**src/sv/sstq_pkg.sv**
```systemverilog
// Shared types and constants for the sorted timer queue.
`timescale 1ns / 1ps
package sstq_pkg;

    // Action codes
    localparam logic [2:0] ACT_ALLOC = 3'd0;
    localparam logic [2:0] ACT_FREE  = 3'd1;
    localparam logic [2:0] ACT_BIND  = 3'd2;
    localparam logic [2:0] ACT_START = 3'd3;
    localparam logic [2:0] ACT_TICK  = 3'd4;

    // Slot status codes
    localparam logic [1:0] ST_FREE  = 2'd0;
    localparam logic [1:0] ST_ALLOC = 2'd1;
    localparam logic [1:0] ST_RUN   = 2'd2;

    // Result kinds
    localparam logic KIND_ALLOC  = 1'b0;
    localparam logic KIND_EXPIRY = 1'b1;

    localparam logic [31:0] NO_DEADLINE = 32'hffff_ffff;

    // Sequencer states
    typedef enum logic [8:0] {
        S_IDLE    = 9'b000000001,
        S_ASCAN   = 9'b000000010,
        S_LRD     = 9'b000000100,
        S_LCHK    = 9'b000001000,
        S_URD     = 9'b000010000,
        S_UCHK    = 9'b000100000,
        S_TRD     = 9'b001000000,
        S_TCHK    = 9'b010000000,
        S_HEAD    = 9'b100000000
    } t_state;

endpackage

```
**src/sv/sorted_software_timer_queue_top.sv**
```systemverilog
// Top level of the sorted timer queue: sequencer, status bits and list registers.
// Allocate: reply strobed from S_ASCAN; bind writes queue and word when accepted.
// Start reads and compares each list entry in S_LRD and S_LCHK; free walks the list in S_UCHK.
// Tick: expiries are reported one by one, each held until the next entry is checked.
// One transaction at a time; the record memory walk sets the time.
// Reset (synchronous, active low) frees all slots and empties the list; records stay.
`timescale 1ns / 1ps
module sorted_software_timer_queue_top #(
    parameter int NUM_SLOTS = 32
) (
    input  logic        i_clk,
    input  logic        i_rst_n,
    input  logic        start,
    output logic        busy,
    input  logic [2:0]  i_action,
    input  logic [4:0]  i_slot_id,
    input  logic [7:0]  i_dest_queue,
    input  logic [31:0] i_event_word,
    input  logic [31:0] i_delay_ticks,
    output logic        o_strobe,
    output logic        o_result_kind,
    output logic [4:0]  o_out_slot,
    output logic        o_granted,
    output logic [7:0]  o_out_queue,
    output logic [31:0] o_out_word,
    output logic        o_last
);
    localparam int AW = (NUM_SLOTS > 1) ? $clog2(NUM_SLOTS) : 1;
    localparam int CW = $clog2(NUM_SLOTS + 1);

    sstq_pkg::t_state r_state, n_state;
    logic [1:0]    r_status [NUM_SLOTS];
    logic [31:0]   r_tick, r_near;
    logic [CW-1:0] r_total, r_j;
    logic [AW-1:0] r_head, r_prev, r_cur, r_slot;
    logic [31:0]   r_dl;
    // flags: 0 free at head, 1 read in flight, 2 expiry held, 3 second link pending
    logic [3:0]    r_scan;

    // Memory ports
    logic [AW-1:0] m_raddr, m_waddr, m_wsucc, m_rsucc;
    logic [31:0]   m_rdl, m_rw, m_wdl;
    logic [7:0]    m_rq;
    logic          m_we_dl, m_we_succ, m_we_qw;

    sstq_mem #(.AW(AW)) u_mem (
        .i_clk(i_clk), .i_raddr(m_raddr), .o_rdl(m_rdl), .o_rsucc(m_rsucc),
        .o_rq(m_rq), .o_rw(m_rw), .i_we_dl(m_we_dl), .i_we_succ(m_we_succ),
        .i_we_qw(m_we_qw), .i_waddr(m_waddr), .i_wdl(m_wdl), .i_wsucc(m_wsucc),
        .i_wq(i_dest_queue), .i_ww(i_event_word)
    );

    logic acc, slot_ok;
    assign busy    = (r_state != sstq_pkg::S_IDLE);
    assign acc     = start && !busy;
    assign slot_ok = (7'(i_slot_id) < 7'(NUM_SLOTS));
    logic [AW-1:0] in_slot;
    assign in_slot = AW'(i_slot_id);

    // Expiry walk: data for r_cur is valid when no read is in flight
    logic due;
    assign due = (m_rdl <= r_tick);

    // Memory control, read address and sequencer next state
    always_comb begin
        n_state   = r_state;
        m_raddr   = r_cur;
        m_waddr   = r_slot;
        m_wdl     = r_dl;
        m_wsucc   = r_cur;
        m_we_dl   = 1'b0;
        m_we_succ = 1'b0;
        m_we_qw   = 1'b0;
        case (r_state)
            sstq_pkg::S_IDLE: begin
                m_raddr = r_head;
                m_waddr = in_slot;
                m_wdl   = r_tick + i_delay_ticks;
                if (acc) begin
                    case (i_action)
                        sstq_pkg::ACT_ALLOC: n_state = sstq_pkg::S_ASCAN;
                        sstq_pkg::ACT_BIND:  m_we_qw = slot_ok;
                        sstq_pkg::ACT_FREE: begin
                            if (slot_ok && r_status[in_slot] == sstq_pkg::ST_RUN
                                && r_total != '0)
                                n_state = (in_slot == r_head) ? sstq_pkg::S_HEAD
                                                              : sstq_pkg::S_URD;
                        end
                        sstq_pkg::ACT_START: begin
                            if (slot_ok && r_status[in_slot] != sstq_pkg::ST_RUN) begin
                                m_we_dl = 1'b1;
                                n_state = sstq_pkg::S_LRD;
                            end
                        end
                        sstq_pkg::ACT_TICK: begin
                            if (r_near <= r_tick + 32'd1) n_state = sstq_pkg::S_TCHK;
                        end
                        default: ;
                    endcase
                end
            end
            sstq_pkg::S_ASCAN: n_state = sstq_pkg::S_IDLE;
            // Insertion: r_cur read issued, r_prev its predecessor
            sstq_pkg::S_LRD: begin
                m_raddr = r_cur;
                n_state = sstq_pkg::S_LCHK;
            end
            sstq_pkg::S_LCHK: begin
                if (r_total == CW'(1)) begin
                    n_state = sstq_pkg::S_IDLE;
                end else if (r_j == '0) begin
                    // compare with head
                    if (r_dl <= m_rdl) begin
                        m_wsucc = r_head; m_we_succ = 1'b1;
                        n_state = sstq_pkg::S_IDLE;
                    end else if (r_total == CW'(2)) begin
                        m_waddr = r_head; m_wsucc = r_slot; m_we_succ = 1'b1;
                        n_state = sstq_pkg::S_IDLE;
                    end else begin
                        m_raddr = m_rsucc;
                        n_state = sstq_pkg::S_LRD;
                    end
                end else if (r_dl <= m_rdl) begin
                    m_waddr = r_prev; m_wsucc = r_slot; m_we_succ = 1'b1;
                    n_state = sstq_pkg::S_HEAD; // second write follows
                end else if (r_j + CW'(2) >= r_total) begin
                    m_waddr = r_cur; m_wsucc = r_slot; m_we_succ = 1'b1;
                    n_state = sstq_pkg::S_IDLE;
                end else begin
                    n_state = sstq_pkg::S_LRD;
                end
            end
            // Shared finishing step: insert second link or free-at-head
            sstq_pkg::S_HEAD: begin
                if (r_scan[3]) begin
                    // r_prev now holds the entry the new timer goes before
                    m_waddr = r_slot; m_wsucc = r_prev; m_we_succ = 1'b1;
                    n_state = sstq_pkg::S_IDLE;
                end else begin
                    m_raddr = r_head;
                    n_state = sstq_pkg::S_UCHK;
                end
            end
            // Unlink walk
            sstq_pkg::S_URD: begin
                m_raddr = r_cur;
                n_state = sstq_pkg::S_UCHK;
            end
            sstq_pkg::S_UCHK: begin
                if (r_j == '1 || r_scan[0]) begin
                    // head removal: m_rsucc is head's successor, m_rdl head deadline
                    n_state = sstq_pkg::S_TRD;
                    m_raddr = m_rsucc;
                end else if (m_rsucc == r_slot) begin
                    m_raddr = r_slot;
                    n_state = sstq_pkg::S_TRD;
                end else if (r_j + CW'(1) >= r_total) begin
                    n_state = sstq_pkg::S_IDLE;
                end else begin
                    m_raddr = m_rsucc;
                    n_state = sstq_pkg::S_UCHK;
                end
            end
            sstq_pkg::S_TRD: begin
                if (r_scan[0]) begin
                    n_state = sstq_pkg::S_IDLE;
                end else begin
                    m_waddr = r_prev; m_wsucc = m_rsucc; m_we_succ = 1'b1;
                    n_state = sstq_pkg::S_IDLE;
                end
            end
            // Tick expiry walk: r_cur is read every cycle
            sstq_pkg::S_TCHK: begin
                m_raddr = r_cur;
                if (!r_scan[1] && !r_scan[2] && !(r_j != '0 && due))
                    n_state = sstq_pkg::S_IDLE;
            end
            default: n_state = sstq_pkg::S_IDLE;
        endcase
    end

    // Allocation search (combinational priority over status bits)
    logic          fr_found;
    logic [AW-1:0] fr_idx;
    always_comb begin
        fr_found = 1'b0;
        fr_idx   = '0;
        for (int k = NUM_SLOTS - 1; k >= 0; k--) begin
            if (r_status[k] == sstq_pkg::ST_FREE) begin
                fr_found = 1'b1;
                fr_idx   = AW'(k);
            end
        end
    end

    // Registers
    always_ff @(posedge i_clk) begin
        o_strobe <= 1'b0;
        if (!i_rst_n) begin
            r_state <= sstq_pkg::S_IDLE;
            r_tick  <= '0;
            r_near  <= sstq_pkg::NO_DEADLINE;
            r_total <= '0;
            r_head  <= '0;
            r_scan  <= '0;
            r_j     <= '0;
            for (int k = 0; k < NUM_SLOTS; k++) r_status[k] <= sstq_pkg::ST_FREE;
        end else begin
            r_state <= n_state;
            case (r_state)
                sstq_pkg::S_IDLE: if (acc) begin
                    r_slot <= in_slot;
                    r_dl   <= r_tick + i_delay_ticks;
                    r_cur  <= r_head;
                    r_prev <= r_head;
                    r_j    <= '0;
                    r_scan <= '0;
                    case (i_action)
                        sstq_pkg::ACT_FREE: if (slot_ok) begin
                            r_status[in_slot] <= sstq_pkg::ST_FREE;
                            if (r_status[in_slot] == sstq_pkg::ST_RUN
                                && r_total != '0) begin
                                r_scan[0] <= (in_slot == r_head);
                                r_j <= CW'(1);
                            end
                        end
                        sstq_pkg::ACT_START:
                            if (slot_ok && r_status[in_slot] != sstq_pkg::ST_RUN) begin
                                r_status[in_slot] <= sstq_pkg::ST_RUN;
                                r_total <= r_total + CW'(1);
                                if (r_total == '0) begin
                                    r_head <= in_slot;
                                    r_near <= r_tick + i_delay_ticks;
                                end
                            end
                        sstq_pkg::ACT_TICK: begin
                            r_tick <= r_tick + 32'd1;
                            r_j    <= r_total;
                            r_scan[1] <= 1'b1;
                        end
                        default: ;
                    endcase
                end
                sstq_pkg::S_ASCAN: begin
                    o_strobe      <= 1'b1;
                    o_result_kind <= sstq_pkg::KIND_ALLOC;
                    o_out_slot    <= fr_found ? 5'(fr_idx) : 5'd0;
                    o_granted     <= fr_found;
                    o_out_queue   <= '0;
                    o_out_word    <= '0;
                    o_last        <= 1'b1;
                    if (fr_found) r_status[fr_idx] <= sstq_pkg::ST_ALLOC;
                end
                sstq_pkg::S_LCHK: begin
                    if (r_total != CW'(1) && r_j == '0 && r_dl <= m_rdl) begin
                        r_head <= r_slot;
                        r_near <= r_dl;
                    end
                    if (r_j != '0 && r_dl <= m_rdl) r_scan[3] <= 1'b1;
                    r_prev <= r_cur;
                    r_cur  <= m_rsucc;
                    r_j    <= r_j + CW'(1);
                end
                sstq_pkg::S_HEAD: r_scan[3] <= 1'b0;
                sstq_pkg::S_UCHK: begin
                    if (r_scan[0]) begin
                        r_head  <= m_rsucc;
                        r_total <= r_total - CW'(1);
                        if (r_total == CW'(1)) r_near <= sstq_pkg::NO_DEADLINE;
                    end else if (m_rsucc == r_slot) begin
                        r_total <= r_total - CW'(1);
                    end else begin
                        r_prev <= m_rsucc;
                        r_j    <= r_j + CW'(1);
                    end
                end
                sstq_pkg::S_TRD: if (r_scan[0] && r_total != '0) r_near <= m_rdl;
                sstq_pkg::S_TCHK: begin
                    if (r_scan[1]) begin
                        // read of r_cur in flight
                        r_scan[1] <= 1'b0;
                    end else if (r_scan[2]) begin
                        // release the held expiry; last unless the next entry is due
                        o_strobe  <= 1'b1;
                        o_last    <= !(r_j != '0 && due);
                        r_scan[2] <= 1'b0;
                    end else if (r_j != '0 && due) begin
                        // hold this expiry until the next entry has been checked
                        o_result_kind <= sstq_pkg::KIND_EXPIRY;
                        o_out_slot    <= 5'(r_cur);
                        o_granted     <= 1'b0;
                        o_out_queue   <= m_rq;
                        o_out_word    <= m_rw;
                        r_status[r_cur] <= sstq_pkg::ST_ALLOC;
                        r_cur   <= m_rsucc;
                        r_head  <= m_rsucc;
                        r_total <= r_total - CW'(1);
                        r_j     <= r_j - CW'(1);
                        r_scan[1] <= 1'b1;
                        r_scan[2] <= 1'b1;
                    end else begin
                        r_near <= (r_j != '0) ? m_rdl : sstq_pkg::NO_DEADLINE;
                    end
                end
                default: ;
            endcase
        end
    end
endmodule

```
**src/sv/sstq_mem.sv**
```systemverilog
// Slot record memory: deadline, successor, queue and word, one synchronous read port.
`timescale 1ns / 1ps
module sstq_mem #(
    parameter int AW = 5
) (
    input  logic          i_clk,
    input  logic [AW-1:0] i_raddr,
    output logic [31:0]   o_rdl,
    output logic [AW-1:0] o_rsucc,
    output logic [7:0]    o_rq,
    output logic [31:0]   o_rw,
    input  logic          i_we_dl,
    input  logic          i_we_succ,
    input  logic          i_we_qw,
    input  logic [AW-1:0] i_waddr,
    input  logic [31:0]   i_wdl,
    input  logic [AW-1:0] i_wsucc,
    input  logic [7:0]    i_wq,
    input  logic [31:0]   i_ww
);
    localparam int DEPTH = 1 << AW;
    logic [31:0]   r_dl   [DEPTH];
    logic [AW-1:0] r_succ [DEPTH];
    logic [7:0]    r_q    [DEPTH];
    logic [31:0]   r_w    [DEPTH];

    // Writes
    always_ff @(posedge i_clk) begin
        if (i_we_dl) r_dl[i_waddr] <= i_wdl;
        if (i_we_succ) r_succ[i_waddr] <= i_wsucc;
        if (i_we_qw) begin
            r_q[i_waddr] <= i_wq;
            r_w[i_waddr] <= i_ww;
        end
    end

    // Registered read
    always_ff @(posedge i_clk) begin
        o_rdl   <= r_dl[i_raddr];
        o_rsucc <= r_succ[i_raddr];
        o_rq    <= r_q[i_raddr];
        o_rw    <= r_w[i_raddr];
    end
endmodule

```
**config.mk**
```make
export PLATFORM = sky130hd
export DESIGN_NAME = sorted_software_timer_queue_top
export DESIGN_NICKNAME = d
export VERILOG_FILES = /design/src/sv/sstq_pkg.sv /design/src/sv/sorted_software_timer_queue_top.sv /design/src/sv/sstq_mem.sv
export SDC_FILE = /design/constraint.sdc
export NUM_CORES = 2
export LEC_CHECK = 0
export BUFFER_PORTS_ARGS = -buffer_cell sky130_fd_sc_hd__buf_4
export CORE_ASPECT_RATIO = 2
export CORE_MARGIN = 10
export CORE_UTILIZATION = 65
export DETAILED_ROUTE_END_ITERATION = 12
export HOLD_SLACK_MARGIN = 0.02
export PLACE_DENSITY_LB_ADDON = 0.12
export RECOVER_POWER = 100
export SLEW_MARGIN = 25
export SYNTH_ARGS = -nofsm -noshare
export SYNTH_HDL_FRONTEND = slang
export SYNTH_SLANG_ARGS = --single-unit
```
**constraint.sdc**
```tcl
create_clock -name i_clk -period 15.2 [get_ports i_clk]
set_input_delay 4.56 -clock i_clk [delete_from_list [all_inputs] [get_ports i_clk]]
set_output_delay 4.56 -clock i_clk [all_outputs]
set_load 0.05 [all_outputs]
```
==> run metrics <==
r2r setup slk 3680 ps; critical path peak fanout 71; share of cells above drive strength 1 6.17%; total track usage 34.6%; CTS root buf clkbuf_16; Synth Area in Compound Gates 7.53%; Yosys warning count 0; Max clock buf depth 4; RSZ-0062 raised after global routing no; hold depth 2; Clk Latency, worst-skew pair 900 ps; CTS H-tree depth 4; status finished with violations; Max Freq 0.0868 GHz; Main synth FF type edfxtp_1; GRT Residual Overflow 0; Worst Skew 42.4 ps; Hold Crit Class reg -> reg; pin count of the biggest net entering global routing 182; commonest non-fill, non-tap cell in the layout edfxtp_1; Via Count 80395; DR DRC count 0; most frequent cells in the layout edfxtp_1 (2623), nand2_1 (2595), nand3_1 (706); Post-Synth Adder-Cell Area 1.61%; PnR Total Power 0.0195 W; fraction of registers with async set/reset 0%; Final Critical Period 11520 ps; crit path launch type register; #FFs+latches synth 2795; Die Width 320 um; core area 0.179 mm2; Leakage 43.9 nW; TritonCTS Buffers 232; DR pass1 iterations 7; Period Utilization, post-route 75.8%; Final Worst Setup Slack 3680 ps; Setup TNS 0 ps; Final HPWL DP 210000 um; CP endpoint kind register; min-delay src r_near[9]$_SDFFE_PN1P_; first-pass GRT wire length 507000 um; final wirelength 350000 um; Setup Viol. Count Final 0; Hold Violations, Final 0; initial antenna violation count 24; Cell Area, Synth 0.117 mm2; sequential share of the synthesized area 70.4%; simple-gate share of the synthesized area 16.0%; Core Util, Final 70.7%; Max stage delay cell, worst path clkbuf_1; Post-synth EDFFs 2623; die area 0.198 mm2; hold path endpoint r_near[9]$_SDFFE_PN1P_; Detailed Route Iter0 Violations 10170; worst path arrival time 12200 ps; Slew Limit Fails 3289; CTS tree built; GP Congestion 0.952; Avg Inst Size Synth 12.4 um2; post-synthesis cell type count 96; Setup Fix Bufs, Post-CTS 0; Hold WS 477 ps; Synth Net Count 9685; CTS Sinks 2795; max-capacitance violation count 100; Nets 9636; Clock Pin Slew Worst Setup and Hold Paths 70 ps; crit-path cells ha_1 -> nand3_1 -> xnor2_1 -> ha_1 -> a21oi_1 -> o21ai_0 -> a21o_1 -> a21o_1 -> a221o_1 -> a21oi_1 -> o211a_1 -> clkbuf_1 -> clkbuf_1 -> mux2i_1 -> a32oi_1 -> a31oi_1 -> nor4_1; required time of the critical path 15880 ps; Port-buffer cells 132; FF-to-FF path depth 17; CP peak stage delay 2620 ps; starting density of the core 65.2%; multiplexer share of the synthesized area 0.938%; post-CTS resize count 0; VDD IR max 0.000152 V; largest family of logic cells by synthesized area simple AND/OR/NAND/NOR gates; Crit Reg-Reg Startpoint r_j[0]$_SDFFE_PN0P_; post-route ant nets 0; Die H 619 um; Slew @ Worst Pin 4690 ps; drt via density 6.74; pwr dens 154 mW/mm2; Post-Place Worst Slack 5320 ps; end of the worst register-to-register path u_mem.o_rdl[17]$_DFF_P_; crit path kind reg -> reg; area grow syn2layout 8.53%; post-DR wirelength/cell 29.3 um; vias in the first global route 78644; slew margin rel. -216%; violated checks capacitance limit, slew limit; # hold bufs at CTS 0; Syn Inst Count 9452; Cell Rows 220; xor and xnor fraction of the mapped netlist area 0.757%; I/O pin cnt 133
==> synth_stat cells, drive strengths merged (87+ instances only) <==
cell type	instances	share of area [%]
xnor2	94	0.70
nand2	2605	8.4
a31oi	206	1.1
nor3	129	0.59
and3	282	1.5
inv	126	0.40
nor2	322	1.1
ha	149	1.6
dfxtp	172	2.9
mux2i	87	0.75
nand3	709	3.1
a21oi	259	1.1
clkbuf	279	0.90
buf	323	1.4
a311oi	188	1.4
o21ai	161	0.69
edfxtp	2623	67
==> routing by layer <==
metal  vias up  global-route usage (%)  share of wire [%]
met5         -                       0              0.031
met4        20                    26.2                8.8
met3      1412                    5.70                9.0
met2      4894                    59.6                 50
met1     39433                    38.5                 32
li1      34636                       -                  -
==> worst max-delay path by stage <==
stage | startpoint | cells past startpoint | endpoint
2_1_floorplan | i_delay_ticks[1] | 11 | u_mem.r_dl[0][23]$_DFFE_PP_
3_3_place_gp | i_delay_ticks[0] | 15 | u_mem.r_dl[17][28]$_DFFE_PP_
3_5_place_dp | i_delay_ticks[0] | 15 | u_mem.r_dl[18][28]$_DFFE_PP_
4_1_cts | i_delay_ticks[0] | 15 | u_mem.r_dl[17][28]$_DFFE_PP_
5_1_grt | r_j[0]$_SDFFE_PN0P_ | 17 | u_mem.o_rdl[17]$_DFF_P_
6_report | r_j[0]$_SDFFE_PN0P_ | 17 | u_mem.o_rdl[17]$_DFF_P_
==> sequential cells by signal, summed over array words and instances (netlist names), 6 cells and up <==
name / cells
o_out_queue: 8
o_out_word: 32
r_dl: 32
r_j: 6
r_near: 32
r_state: 9
r_status: 64
r_tick: 32
r_total: 6
u_mem.o_rdl: 32
u_mem.o_rq: 8
u_mem.o_rw: 32
u_mem.r_dl: 1024
u_mem.r_q: 256
u_mem.r_succ: 160
u_mem.r_w: 1024
==> worst max-delay path, delay by kind of cell (launching register included) <==
kind | cells | cell delay [ps]
buf+inv | 2 | 4690
compound gates | 9 | 3590
simple gates | 2 | 1030
fa+ha+maj | 2 | 690
flops | 1 | 510
xor+xnor | 1 | 340
mux | 1 | 330
==> where the power goes <==
part | switching, W | internal, W | leakage (nW)
combinational | 0.00330 | 0.00124 | 15.1
clock | 0.00272 | 0.00330 | 3.66
sequential | 0.000168 | 0.00879 | 25.1
==> layout make-up <==
type | instances | area, um2
Antenna cell | 10 | 25.0
Sequential cell | 2795 | 82200
Multi-Input combinational cell | 5928 | 31800
Tap cell | 2331 | 2920
Inverter | 127 | 478
Clock inverter | 132 | 1290
Clock buffer | 293 | 6220
Timing Repair Buffer | 319 | 1810
Fill cell | 12162 | 52400
==> logic make-up after synthesis <==
family,count (synthesis)
flops,2795
buf+inv,729
mux,102
compound gates,1273
simple gates,4302
fa+ha+maj,150
xor+xnor,101
==> stage by stage <==
stage / cells / area, um2
global route: 11927 / 127000
CTS: 11925 / 128000
global placement: 11500 / 120000
floorplan: 9452 / 117000
finish: 11935 / 127000
detailed placement: 11500 / 120000
(Power assumes the default switching activity.)
